==> src/rtl/text_console_writer_unit_defines.svh <==
// Assertion macros for the text console writer.
// The first form checks only outside reset; the second form also checks
// while reset is asserted.
`ifndef TEXT_CONSOLE_WRITER_UNIT_DEFINES_SVH
`define TEXT_CONSOLE_WRITER_UNIT_DEFINES_SVH

`ifndef SYNTH
`define TCW_ASSERT(name, clk, rst_n, prop) \
  name: assert property (@(posedge clk) disable iff (!rst_n) prop) \
    else $error("text console writer assertion failed");
`define TCW_ASSERT_ALWAYS(name, clk, prop) \
  name: assert property (@(posedge clk) prop) \
    else $error("text console writer assertion failed");
`else
`define TCW_ASSERT(name, clk, rst_n, prop)
`define TCW_ASSERT_ALWAYS(name, clk, prop)
`endif

`endif

==> src/rtl/tcw_pkg.sv <==
`timescale 1ns / 1ps
package tcw_pkg;

  localparam int Columns   = 80;
  localparam int Rows      = 25;
  localparam int CellCount = Rows * Columns;
  localparam int CopyLen   = CellCount - Columns;
  localparam int AddrW     = $clog2(CellCount);
  localparam int ReadAddrW = 11;
  localparam int RowW      = 5;
  localparam int ColW      = 7;
  localparam int CharW     = 8;
  localparam int CellW     = 16;

  localparam logic [CharW-1:0] NewlineCode = 8'd10;
  localparam logic [CharW-1:0] SpaceCode   = 8'd32;
  localparam logic [CharW-1:0] AttrReset   = 8'd15;

  typedef logic [AddrW-1:0] addr_t;
  typedef logic [CellW-1:0] cell_t;
  typedef logic [RowW-1:0]  row_t;
  typedef logic [ColW-1:0]  col_t;

  // One write port and one read port of the screen memory.
  typedef struct packed {
    logic  we;
    addr_t waddr;
    cell_t wdata;
    logic  re;
    addr_t raddr;
  } ram_req_t;

  typedef struct packed {
    cell_t data;
    row_t  row;
    col_t  col;
  } result_t;

endpackage

==> src/rtl/tcw_ctrl.sv <==
`timescale 1ns / 1ps
module tcw_ctrl (
  input  logic                            clk_i,
  input  logic                            rst_ni,
  input  logic                            in_valid_i,
  output logic                            in_stall_o,
  input  logic                            op_i,
  input  logic [tcw_pkg::CharW-1:0]       char_code_i,
  input  logic [tcw_pkg::ReadAddrW-1:0]   read_address_i,
  input  logic [tcw_pkg::CharW-1:0]       attr_i,
  input  logic                            out_free_i,
  output logic                            res_load_o,
  output tcw_pkg::result_t                res_o,
  output tcw_pkg::ram_req_t               ram_req_o,
  input  tcw_pkg::cell_t                  rd_data_i
);

  typedef enum logic [5:0] {
    StInit   = 6'b000001,
    StIdle   = 6'b000010,
    StRead   = 6'b000100,
    StScroll = 6'b001000,
    StFill   = 6'b010000,
    StDone   = 6'b100000
  } state_e;

  state_e            state_q, state_d;
  tcw_pkg::addr_t    idx_q, idx_d;
  tcw_pkg::row_t     row_q, row_d;
  tcw_pkg::col_t     col_q, col_d;
  tcw_pkg::cell_t    res_cell_q, res_cell_d;
  logic              rd_ok_q, rd_ok_d;
  tcw_pkg::addr_t    cursor_idx;
  logic              row_adv;
  logic              is_newline;

  assign cursor_idx = tcw_pkg::AddrW'(row_q) * tcw_pkg::AddrW'(tcw_pkg::Columns)
                    + tcw_pkg::AddrW'(col_q);
  assign is_newline = (char_code_i == tcw_pkg::NewlineCode);
  assign row_adv    = is_newline || (col_q == tcw_pkg::ColW'(tcw_pkg::Columns - 1));

  always_comb begin
    state_d    = state_q;
    idx_d      = idx_q;
    row_d      = row_q;
    col_d      = col_q;
    res_cell_d = res_cell_q;
    rd_ok_d    = rd_ok_q;
    res_load_o = 1'b0;
    ram_req_o  = '0;
    case (state_q)
      StInit: begin
        ram_req_o.we    = 1'b1;
        ram_req_o.waddr = idx_q;
        if (idx_q == tcw_pkg::AddrW'(tcw_pkg::CellCount - 1)) begin
          idx_d   = '0;
          state_d = StIdle;
        end else begin
          idx_d = idx_q + 1'b1;
        end
      end
      StIdle: begin
        if (in_valid_i) begin
          if (op_i) begin
            rd_ok_d         = int'(read_address_i) < tcw_pkg::CellCount;
            ram_req_o.re    = rd_ok_d;
            ram_req_o.raddr = tcw_pkg::AddrW'(read_address_i);
            state_d         = StRead;
          end else begin
            res_cell_d = '0;
            if (!is_newline) begin
              ram_req_o.we    = 1'b1;
              ram_req_o.waddr = cursor_idx;
              ram_req_o.wdata = {attr_i, char_code_i};
            end
            if (row_adv) begin
              col_d = '0;
              if (row_q == tcw_pkg::RowW'(tcw_pkg::Rows - 1)) begin
                idx_d   = '0;
                state_d = StScroll;
              end else begin
                row_d   = row_q + 1'b1;
                state_d = StDone;
              end
            end else begin
              col_d   = col_q + 1'b1;
              state_d = StDone;
            end
          end
        end
      end
      StRead: begin
        res_cell_d = rd_ok_q ? rd_data_i : '0;
        state_d    = StDone;
      end
      StScroll: begin
        // Read one row ahead while the cell read last cycle is written back
        // one place behind the current index.
        if (idx_q != tcw_pkg::AddrW'(tcw_pkg::CopyLen)) begin
          ram_req_o.re    = 1'b1;
          ram_req_o.raddr = idx_q + tcw_pkg::AddrW'(tcw_pkg::Columns);
        end
        if (idx_q != '0) begin
          ram_req_o.we    = 1'b1;
          ram_req_o.waddr = idx_q - 1'b1;
          ram_req_o.wdata = rd_data_i;
        end
        if (idx_q == tcw_pkg::AddrW'(tcw_pkg::CopyLen)) begin
          state_d = StFill;
        end else begin
          idx_d = idx_q + 1'b1;
        end
      end
      StFill: begin
        ram_req_o.we    = 1'b1;
        ram_req_o.waddr = idx_q;
        ram_req_o.wdata = {attr_i, tcw_pkg::SpaceCode};
        if (idx_q == tcw_pkg::AddrW'(tcw_pkg::CellCount - 1)) begin
          idx_d   = '0;
          state_d = StDone;
        end else begin
          idx_d = idx_q + 1'b1;
        end
      end
      StDone: begin
        if (out_free_i) begin
          res_load_o = 1'b1;
          state_d    = StIdle;
        end
      end
      default: begin
        state_d = StIdle;
      end
    endcase
  end

  always_ff @(posedge clk_i or negedge rst_ni) begin
    if (!rst_ni) begin
      state_q    <= StInit;
      idx_q      <= '0;
      row_q      <= '0;
      col_q      <= '0;
      rd_ok_q    <= 1'b0;
      res_cell_q <= '0;
    end else begin
      state_q    <= state_d;
      idx_q      <= idx_d;
      row_q      <= row_d;
      col_q      <= col_d;
      rd_ok_q    <= rd_ok_d;
      res_cell_q <= res_cell_d;
    end
  end

  assign in_stall_o = (state_q != StIdle);
  assign res_o.data = res_cell_q;
  assign res_o.row  = row_q;
  assign res_o.col  = col_q;

endmodule

==> config.mk <==
export PLATFORM = sky130hd
export DESIGN_NAME = tcw_ctrl
export DESIGN_NICKNAME = d
export VERILOG_FILES = /design/src/rtl/text_console_writer_unit_defines.svh /design/src/rtl/tcw_pkg.sv /design/src/rtl/tcw_ctrl.sv
export SDC_FILE = /design/constraint.sdc
export NUM_CORES = 1
export LEC_CHECK = 0
export CAP_MARGIN = 30
export CORE_MARGIN = 4
export CORE_UTILIZATION = 40
export CTS_BUF_LIST = sky130_fd_sc_hd__clkbuf_4
export DETAILED_ROUTE_END_ITERATION = 12
export DONT_BUFFER_PORTS = 1
export SLEW_MARGIN = 10
export SYNTH_ARGS = -nofsm -noshare
export SYNTH_HDL_FRONTEND = slang
export SYNTH_SLANG_ARGS = --single-unit
==> constraint.sdc <==
create_clock -name clk_i -period 2.6 [get_ports clk_i]
set_input_delay 0.13 -clock clk_i [delete_from_list [all_inputs] [get_ports clk_i]]
set_output_delay 0.13 -clock clk_i [all_outputs]
set_load 0.005 [all_outputs]
==> results.sh, run 1 <==
export IMPL_outcome="finished, violations left"
export IMPL_failed_checks="negative setup slack"
export IMPL_crit_chain="ha_1, ha_2, inv_2, fa_2, xnor2_2, o2111ai_1, xnor2_1, a32oi_1, o31ai_1"
export IMPL_synth_top_area_cell="dfrtp_1"
export IMPL_viasPerCell=6.00
export IMPL_synthTopCellsByCount="45 x dfrtp_1, 35 x a22o_1, 34 x nand2_1"
export IMPL_post_route_min_period_ps=2610
export IMPL_synth_area_mm2=0.00355
export IMPL_ys_top_cells_by_area="dfrtp_1 32%, a22o_1 8.6%, ha_1 5.6%, o21ai_0 4.2%, nand2_1 3.6%"
export IMPL_synthFlopType="dfrtp_1"
export IMPL_nets=492
export IMPL_async_flop_share_pct=100
export IMPL_antenna_found_initial=0
export IMPL_holdCritPathClass="in2reg"
export IMPL_drtIter0Drc=233
export IMPL_rsz0062_at_grt="true"
export IMPL_slew_viol_final=0
export IMPL_chipHeight_um=102
export IMPL_htree_levels=2
export IMPL_worstMarginPinSlew_ps=603
export IMPL_avgSynthCellArea_um2=9.02
export IMPL_finalWirelength_um=9850
export IMPL_die_w_um=102
export IMPL_wl_per_cell_um=18.4
export IMPL_grt_max_degree=47
export IMPL_grtUsageTotal_pct=18.1
export IMPL_yosys_register_bits=46
export IMPL_timing_hold_ws_ps=55.8
export IMPL_antenna_cells=0
export IMPL_grt_pass1_vias=2963
export IMPL_hold_viol_final=0
export IMPL_io_buffers=0
export IMPL_worstSetupStartpointType="register"
export IMPL_fin_crit_sh_pct=101
export IMPL_ios=118
export IMPL_root_buffer="clkbuf_4"
export IMPL_grt_pass1_wl_um=15100
export IMPL_drc=0
export IMPL_die_area_mm2=0.0105
export IMPL_yosysSeqAreaShare_pct=32.4
export IMPL_relSlewSlack_pct=59.8
export IMPL_hpwlAfterDp_um=7300
export IMPL_ant_nets=0
export IMPL_yosysMostFrequentCell="dfrtp_1"
export IMPL_place_gp_congestion=0.864
export IMPL_netlist_area_leader_share_pct=31.7
export IMPL_crit_type="reg2out"
export IMPL_setup_viol=1
export IMPL_final_layout_size_suffix_gt1_share_pct=19.9
export IMPL_clkSlewWorstSetupHoldPaths_ps=150
export IMPL_place_ws_ps=302
export IMPL_finalPower_uw=2190
export IMPL_end_kind="output pin"
export IMPL_yosysUniqueCellTypes=66
export IMPL_skew_ps=11.7
export IMPL_arrival_ps=2480
export IMPL_maxCapViolCount=0
export IMPL_grt_overflow=0
export IMPL_max_stage_delay_ps=420
export IMPL_synth_edf_count=0
export IMPL_std_cell_rows=34
export IMPL_synth_fp_nets=460
export IMPL_required_ps=2470
export IMPL_clock_latency_ps=380
export IMPL_fmax_mhz=383
export IMPL_syn_to_final_growth_pct=16.4
export IMPL_core_mm2=0.00868
export IMPL_synth_cells=394
export IMPL_p_per_area_mw_per_mm2=530
export IMPL_clock_tree_buffer_depth=2
export IMPL_cts_buffers=5
export IMPL_cts_sinks=46
export IMPL_finalWorstSetupSlack_ps=-13.6
export IMPL_cpMaxStageDelayCell="dfrtp_1"
export IMPL_cts_tree="yes"
export IMPL_initial_utilization_pct=40.9
export IMPL_yosys_warnings=0
export IMPL_drt_pass1_iterations=4
export IMPL_p_leak_uw=0.00189
export IMPL_worst_path_max_fanout=2
export IMPL_max_vdd_ir_drop_uv=209
export IMPL_vias=3211
## power by group
| group | leakage, uW | total (uW) | switching, uW | internal (uW) |
|---|---|---|---|---|
| clock | 0.0000318 | 378 | 267 | 111 |
| combinational | 0.00126 | 748 | 401 | 347 |
| sequential | 0.000602 | 1070 | 193 | 874 |
| total | 0.00189 | 2190 | 861 | 1330 |
## worst max-delay path, delay by kind of cell, from the launching register on
kind                     cells  cell delay, ps
adder cells (fa/ha/maj)      3             820
AO/OA/AOI/OAI                3             470
flip-flops                   1             420
XOR/XNOR                     2             360
buffers and inverters        1              40
## cell usage in the layout (no fill, tap or decap), types with 9 or more instances in the layout
cell            n
nand3_1        14
a22o_1         35
and3_1         10
buf_4          30
o21ai_0        28
dlygate4sd3_1  22
nor2_1         22
a221o_1         9
inv_1          16
nand2_1        33
dfrtp_1        38
nor3_1         13
ha_1           13
## final timing paths
path | depth (start not counted) | slack, ps | end | start
worst max-delay path | 9 | -10 | ram_req_o[38] | row_q[3]
worst min-delay path | 3 | 60 | rd_ok_q | read_address_i[8]
worst max register to register | 6 | 210 | idx_q[4] | state_q[3]
worst min register to register | 1 | 540 | idx_q[1] | idx_q[1]
max in group asynchronous | 2 | 2090 | state_q[0] | rst_ni
min in group asynchronous | 2 | 240 | row_q[0] | rst_ni
## through the flow
| stage | cell area, um^2 | TNS, ps | cells | util, % |
|---|---|---|---|---|
| global placement | 3670 | 0 | 493 | 42.3 |
| floorplan | 3550 | 0 | 394 | - |
| finish | 4140 | -13.6 | 535 | 47.7 |
| detailed placement | 3680 | 0 | 494 | 42.4 |
| global route | 4140 | -146 | 535 | 47.7 |
| CTS | 4010 | -98.0 | 526 | 46.3 |
## kinds of logic after synthesis
logic type               after synthesis  synth area share (%)
AO/OA/AOI/OAI                        128                  26.5
flip-flops                            46                  32.4
multiplexers                           1                 0.317
XOR/XNOR                              15                  3.70
buffers and inverters                 46                  6.37
AND/OR/NAND/NOR                      140                  23.9
adder cells (fa/ha/maj)               18                  6.76
## sequential cells by signal (all words and copies together) (netlist names)
| name | flops |
|---|---|
| col_q | 7 |
| idx_q | 11 |
| rd_ok_q | 1 |
| res_cell_q | 16 |
| row_q | 5 |
| state_q | 6 |
## final cells by class
cell class                      instances  area [um^2]
Sequential cell                        46         1160
Inverter                               18         67.6
Timing Repair Buffer                   53          473
Clock inverter                          3         25.0
Fill cell                             821         4540
Clock buffer                            5         37.5
Tap cell                              108          135
Multi-Input combinational cell        302         2240
## timing repair
item / in CTS / in global routing
endpoints found under the hold margin: 65 / 1
pin swaps: 1 / 2
endpoints found under the setup margin: 11 / 27
gates cloned: 0 / 0
resized for setup: 8 / 18
hold buffers: 21 / 2
buffers inserted: 3 / 7
## per-layer routing
metal  part of all wire [%]  track usage, %  vias to the layer above  wire [um]
met5                      0               0                        -          0
met4                    1.4            4.84                        0        137
met3                    6.4            3.75                       10        631
met2                     48            29.4                       94       4690
met1                     45            24.6                     1561       4390
li1                       -               -                     1546          -
Note: power is estimated with default switching activity, not from simulation.
==> inputs of run 2 (changes only) <==
Settings changed: ABC_AREA set to 1.
==> run 2 against run 1 <==
The run now ends clean. Non-clock buffer count down 23. Utilization down 1.4 points. Routed wire length up 17%. Global-route usage up 2.3 points. Power up 5.5%. Cell count up 30%. Clock power down 3%. Synthesized cell count up 39%. Hold slack worse by 12 ps. Setup slack better by 150 ps. Combinational power up 12%. Largest power group unchanged.
==> results.sh, run 2 <==
export IMPL_outcome="finished clean"
export IMPL_viasPerCell=5.32
export IMPL_max_stage_delay_ps=520
export IMPL_antenna_found_initial=0
export IMPL_yosys_register_bits=46
export IMPL_clock_tree_buffer_depth=2
export IMPL_internal_power_uw=1310
export IMPL_slew_viol_final=0
export IMPL_synthFlopType="dfrtp_1"
export IMPL_cpMaxStageDelayCell="dfrtp_2"
export IMPL_top_register="res_cell_q"
export IMPL_root_buffer="clkbuf_4"
export IMPL_seqPwrFrac_pct=47.9
export IMPL_grt_overflow=0
export IMPL_std_cell_rows=35
export IMPL_critPathTopFamily="adder cells"
export IMPL_grt_pass1_vias=3659
export IMPL_fmax_mhz=406
export IMPL_p_sw_share_pct=43.3
export IMPL_syn_to_final_growth_pct=11.1
export IMPL_drtIter0Drc=265
export IMPL_yosysMostFrequentCell="nand2_1"
export IMPL_tns_ps=0
export IMPL_synth_edf_count=0
export IMPL_nets=630
export IMPL_synth_area_mm2=0.00389
export IMPL_ys_top_cells_by_area="dfrtp_1 29%, nand2_1 14%, inv_1 7.3%, nand3_1 6.2%, o21ai_0 5.9%"
export IMPL_yosysUniqueCellTypes=38
export IMPL_cts_buffers=5
export IMPL_drt_pass1_iterations=4
export IMPL_grtUsageTotal_pct=20.4
export IMPL_placed_area_mm2=0.00395
export IMPL_skew_ps=25.7
export IMPL_synthTopCellsByCount="141 x nand2_1, 76 x inv_1, 48 x nand3_1"
export IMPL_initial_utilization_pct=41.7
export IMPL_worst_path_max_fanout=8
export IMPL_grt_max_degree=47
export IMPL_antenna_cells=0
export IMPL_io_buffers=0
export IMPL_crit_type="reg2out"
export IMPL_reg_top3="res_cell_q (16), idx_q (11), col_q (7)"
export IMPL_synth_fp_nets=614
export IMPL_worstMarginPinSlew_ps=772
export IMPL_crit_path_frequent_cell="nand3_1"
export IMPL_die_w_um=107
export IMPL_finalWirelength_um=11500
export IMPL_relSlewSlack_pct=48.6
export IMPL_clkPwrFrac_pct=15.8
export IMPL_wl_per_cell_um=16.6
export IMPL_max_vdd_ir_drop_uv=246
export IMPL_yosysSeqAreaShare_pct=29.7
export IMPL_rsz0062_at_grt="false"
export IMPL_p_leak_uw=0.00208
export IMPL_fin_area_mm2=0.00432
export IMPL_cp_num_buf_inv=2
export IMPL_switching_power_uw=1000
export IMPL_combinationalPowerShare_pct=36.3
export IMPL_hold_viol_final=0
export IMPL_p_per_area_mw_per_mm2=536
export IMPL_worstSetupStartpointType="register"
export IMPL_vias=3690
export IMPL_clock_latency_ps=370
export IMPL_hpwlAfterDp_um=8420
export IMPL_holdCritPathClass="in2reg"
export IMPL_chipHeight_um=107
export IMPL_maxCapViolCount=0
export IMPL_largest_register_ffs=16
export IMPL_synth_cells=548
export IMPL_netlist_area_leader_share_pct=29.0
export IMPL_cts_sinks=46
export IMPL_avgSynthCellArea_um2=7.09
export IMPL_drc=0
export IMPL_final_common_cell="nand2_1"
export IMPL_grt_pass1_wl_um=18900
export IMPL_yosys_warnings=0
export IMPL_fin_crit_sh_pct=94.8
export IMPL_async_flop_share_pct=100
export IMPL_cts_tree="yes"
export IMPL_ant_nets=0
export IMPL_ios=118
export IMPL_htree_levels=2
export IMPL_post_route_min_period_ps=2470
export IMPL_end_kind="output pin"
export IMPL_core_mm2=0.00933
export IMPL_die_area_mm2=0.0114
export IMPL_final_cell_mix="141 x nand2_1, 75 x inv_1, 48 x nand3_1"
export IMPL_arrival_ps=2340
export IMPL_crit_chain="ha_1, ha_4, inv_1, fa_1, buf_4, o21ai_0, nand3_1, nand3_1"
export IMPL_clkSlewWorstSetupHoldPaths_ps=150
export IMPL_required_ps=2470
export IMPL_place_gp_congestion=0.935
export IMPL_setup_viol=0
export IMPL_synth_top_area_cell="dfrtp_1"
export IMPL_final_layout_size_suffix_gt1_share_pct=13.1
-- run 2: area by class of cell --
type | instances | area, um^2
clock buffer | 6 | 45.0
tap | 129 | 161
timing repair buffer | 30 | 308
multi-input combinational | 402 | 2330
sequential | 46 | 1160
fill | 933 | 5010
clock inverter | 2 | 13.8
inverter | 79 | 299
-- run 2: logic make-up after synthesis --
family | Yosys count | share of synthesized area [%]
AO/OA/AOI/OAI | 86 | 13.2
AND/OR/NAND/NOR | 276 | 34.7
flip-flops | 46 | 29.7
XOR/XNOR | 22 | 4.96
adder cells (fa/ha/maj) | 18 | 6.18
buffers and inverters | 100 | 11.3
-- run 2: worst paths after layout --
| check | slack (ps) | depth (start not counted) | from | end |
|---|---|---|---|---|
| worst max-delay path | 130 | 8 | row_q[2] | ram_req_o[37] |
| worst max register to register | 410 | 10 | col_q[0] | idx_q[4] |
| max in group asynchronous | 2030 | 2 | rst_ni | state_q[0] |
| min in group asynchronous | 250 | 2 | rst_ni | row_q[3] |
| worst min-delay path | 40 | 3 | read_address_i[6] | rd_ok_q |
| worst min register to register | 560 | 2 | idx_q[1] | idx_q[1] |
-- run 2: repair_timing --
action | CTS | global route
pin swaps | 3 | 7
hold buffers | 21 | 0
setup buffers | 1 | 2
endpoints found under the setup margin | 1 | 4
gates resized for setup | 4 | 6
hold endpoints to repair | 65 | 0
-- run 2: worst reg2reg max path: cells and delay by family (launching register included) --
kind	cells	cell delay, ps
adders and majority gates	1	270
DFF	1	530
and+or+nand+nor	8	1220
buffers and inverters	1	70
-- run 2: metrics by stage --
stage | instances | util [%] | power (uW) | setup slack (ps) | hold WS, ps
finish | 694 | 46.3 | 2310 | 134 | 44.2
global route | 694 | 46.3 | 2510 | 7.00 | 52.4
CTS | 692 | 45.7 | 2330 | 2.81 | 36.9
detailed placement | 662 | 42.4 | 1910 | 319 | -164
global placement | 662 | 42.4 | 1890 | 372 | -163
floorplan | 548 | - | 1730 | 512 | -166
-- run 2: power groups by stage --
stage | registers [uW] | clock network (uW) | logic (uW)
floorplan | 1050 | 0 | 676
global placement | 1120 | 0 | 765
detailed placement | 1130 | 0 | 782
CTS | 1110 | 385 | 834
global route | 1140 | 405 | 967
finish | 1110 | 365 | 840
-- run 2: per-layer routing --
layer	GRT usage, %	vias to the layer above	part of all wire, %
met5	0	-	0
met4	5.21	0	1.3
met3	5.16	15	7.3
met2	34.4	117	49
met1	26.1	1746	42
li1	-	1812	-
==> inputs of run 3 (changes only) <==
Clock period 2.6 ns to 2.2 ns, I/O delays scaled along.
==> run 3 against run 2 <==
The flow now finishes with violations (negative setup slack). Utilization grew 3.9 points. Via count rose by 5.1%. Flip-flop and latch count did not move. Die area unchanged. First-iteration DRC count fell by 32%. Non-clock buffer count grew 39. Sequential power grew 13%. Clock-buffer cell count did not move. Cell count grew 5.8%.
==> results.sh, run 3 (synthesis results as in run 2) <==
export IMPL_outcome="finished, violations left"
export IMPL_failed_checks="negative setup slack"
export IMPL_std_cell_rows=35
export IMPL_final_common_cell="nand2_1"
export IMPL_largest_register_ffs=16
export IMPL_met1Wirelength_um=4870
export IMPL_grt_pass1_vias=3748
export IMPL_arrival_ps=2530
export IMPL_combinationalPowerShare_pct=42.4
export IMPL_place_gp_congestion=0.910
export IMPL_antenna_found_initial=0
export IMPL_initial_utilization_pct=41.7
export IMPL_core_mm2=0.00933
export IMPL_critPathTopFamily="adder cells"
export IMPL_antenna_cells=0
export IMPL_finalWirelength_um=11900
export IMPL_hold_viol_final=0
export IMPL_fin_util_pct=50.2
export IMPL_nets=670
export IMPL_cp_num_buf_inv=3
export IMPL_cts_sinks=46
export IMPL_fmax_mhz=379
export IMPL_holdCritPathClass="in2reg"
export IMPL_p_per_area_mw_per_mm2=626
export IMPL_drc=0
export IMPL_clkSlewWorstSetupHoldPaths_ps=150
export IMPL_p_leak_uw=0.00233
export IMPL_ios=118
export IMPL_setup_viol=4
export IMPL_slew_viol_final=0
export IMPL_rsz0062_at_grt="true"
export IMPL_clkPwrFrac_pct=14.8
export IMPL_skew_ps=21.0
export IMPL_htree_levels=2
export IMPL_switching_power_uw=1250
export IMPL_ant_nets=0
export IMPL_die_area_mm2=0.0114
export IMPL_internal_power_uw=1680
export IMPL_worstMarginPinSlew_ps=390
export IMPL_io_buffers=0
export IMPL_vias=3880
export IMPL_reg_top3="res_cell_q (16), idx_q (11), col_q (7)"
export IMPL_chipHeight_um=107
export IMPL_cts_tree="yes"
export IMPL_grt_overflow=0
export IMPL_post_route_min_period_ps=2640
export IMPL_wl_met3_um=943
export IMPL_top_register="res_cell_q"
export IMPL_worstSetupStartpointType="register"
export IMPL_hpwlAfterDp_um=8750
export IMPL_viasPerCell=5.29
export IMPL_finalWorstSetupSlack_ps=-439
export IMPL_p_sw_share_pct=42.6
export IMPL_cts_buffers=5
export IMPL_grtUsageTotal_pct=20.6
export IMPL_grt_pass1_wl_um=18900
export IMPL_highest_layer="met4"
export IMPL_relSlewSlack_pct=73.8
export IMPL_max_stage_delay_ps=550
export IMPL_fin_crit_sh_pct=120
export IMPL_worst_path_max_fanout=3
export IMPL_grt_max_degree=47
export IMPL_final_layout_size_suffix_gt1_share_pct=21.8
export IMPL_drtIter0Drc=180
export IMPL_cpMaxStageDelayCell="fa_2"
export IMPL_max_vdd_ir_drop_uv=266
export IMPL_crit_type="reg2out"
export IMPL_wl_met2_um=5880
export IMPL_end_kind="output pin"
export IMPL_required_ps=2090
export IMPL_clock_latency_ps=370
export IMPL_die_w_um=107
export IMPL_timing_hold_ws_ps=21.1
export IMPL_final_cell_mix="140 x nand2_1, 69 x inv_1, 46 x buf_4"
export IMPL_wl_per_cell_um=16.2
export IMPL_maxCapViolCount=0
export IMPL_drt_pass1_iterations=5
export IMPL_root_buffer="clkbuf_4"
export IMPL_syn_to_final_growth_pct=20.4
export IMPL_crit_chain="ha_1, ha_2, inv_2, fa_2, inv_2, o211ai_1, nor2_1, nand2_1, nand2_1, o21ai_1, buf_4"
export IMPL_seqPwrFrac_pct=42.8
export IMPL_clock_tree_buffer_depth=2
==> run 3: final timing paths <==
kind                                   startpoint             end  slack [ps]  cells after the start
worst max-delay path                     row_q[1]   ram_req_o[38]        -440                     11
worst min-delay path            read_address_i[6]         rd_ok_q          20                      3
worst max register to register           row_q[1]        idx_q[2]         190                     11
worst min register to register     res_cell_q[14]  res_cell_q[14]         560                      2
max in group asynchronous                  rst_ni      state_q[0]        1680                      2
min in group asynchronous                  rst_ni        col_q[6]         230                      2
==> run 3: worst min-delay path: stages <==
cell	delay, ps
o21ai_0	40
o21ai_0	100
o21ai_0	80
==> run 3: area by class of cell <==
type                            count  area, um^2
Fill cell                         937        4650
Multi-Input combinational cell    403        2390
Sequential cell                    46        1150
Timing Repair Buffer               69         596
Inverter                           79         314
Tap cell                          129         161
Clock buffer                        6        45.0
Clock inverter                      2        13.8
==> run 3: per-layer routing <==
layer / global-route usage, % / up-vias
met1: 25.2 / 1843
met5: 0 / -
met3: 5.59 / 19
li1: - / 1884
met4: 4.93 / 0
met2: 36.0 / 134
==> run 3: repair_timing <==
action	in CTS	in global routing
pin swaps	13	9
hold endpoints to repair	66	0
endpoints found under the setup margin	25	37
gates resized for setup	11	26
setup buffers	13	9
hold buffers	21	0
cloned	1	0
==> run 3: stage by stage <==
stage	total power [uW]	cells	instance area (um^2)	TNS (ps)	setup WS (ps)
6_report	2930	734	4680	-986	-439
3_5_place_dp	2330	684	4120	-69.0	-69.0
5_1_grt	3140	734	4680	-2070	-559
3_3_place_gp	2300	684	4120	0	50.5
4_1_cts	2880	726	4540	-803	-411
2_1_floorplan	2040	548	3890	0	132
==> run 3: power groups by stage <==
stage	clock, uW	sequential, uW	combinational, uW
2_1_floorplan	0	1250	799
3_3_place_gp	0	1280	1030
3_5_place_dp	0	1280	1050
4_1_cts	441	1260	1180
5_1_grt	475	1280	1380
6_report	433	1250	1240
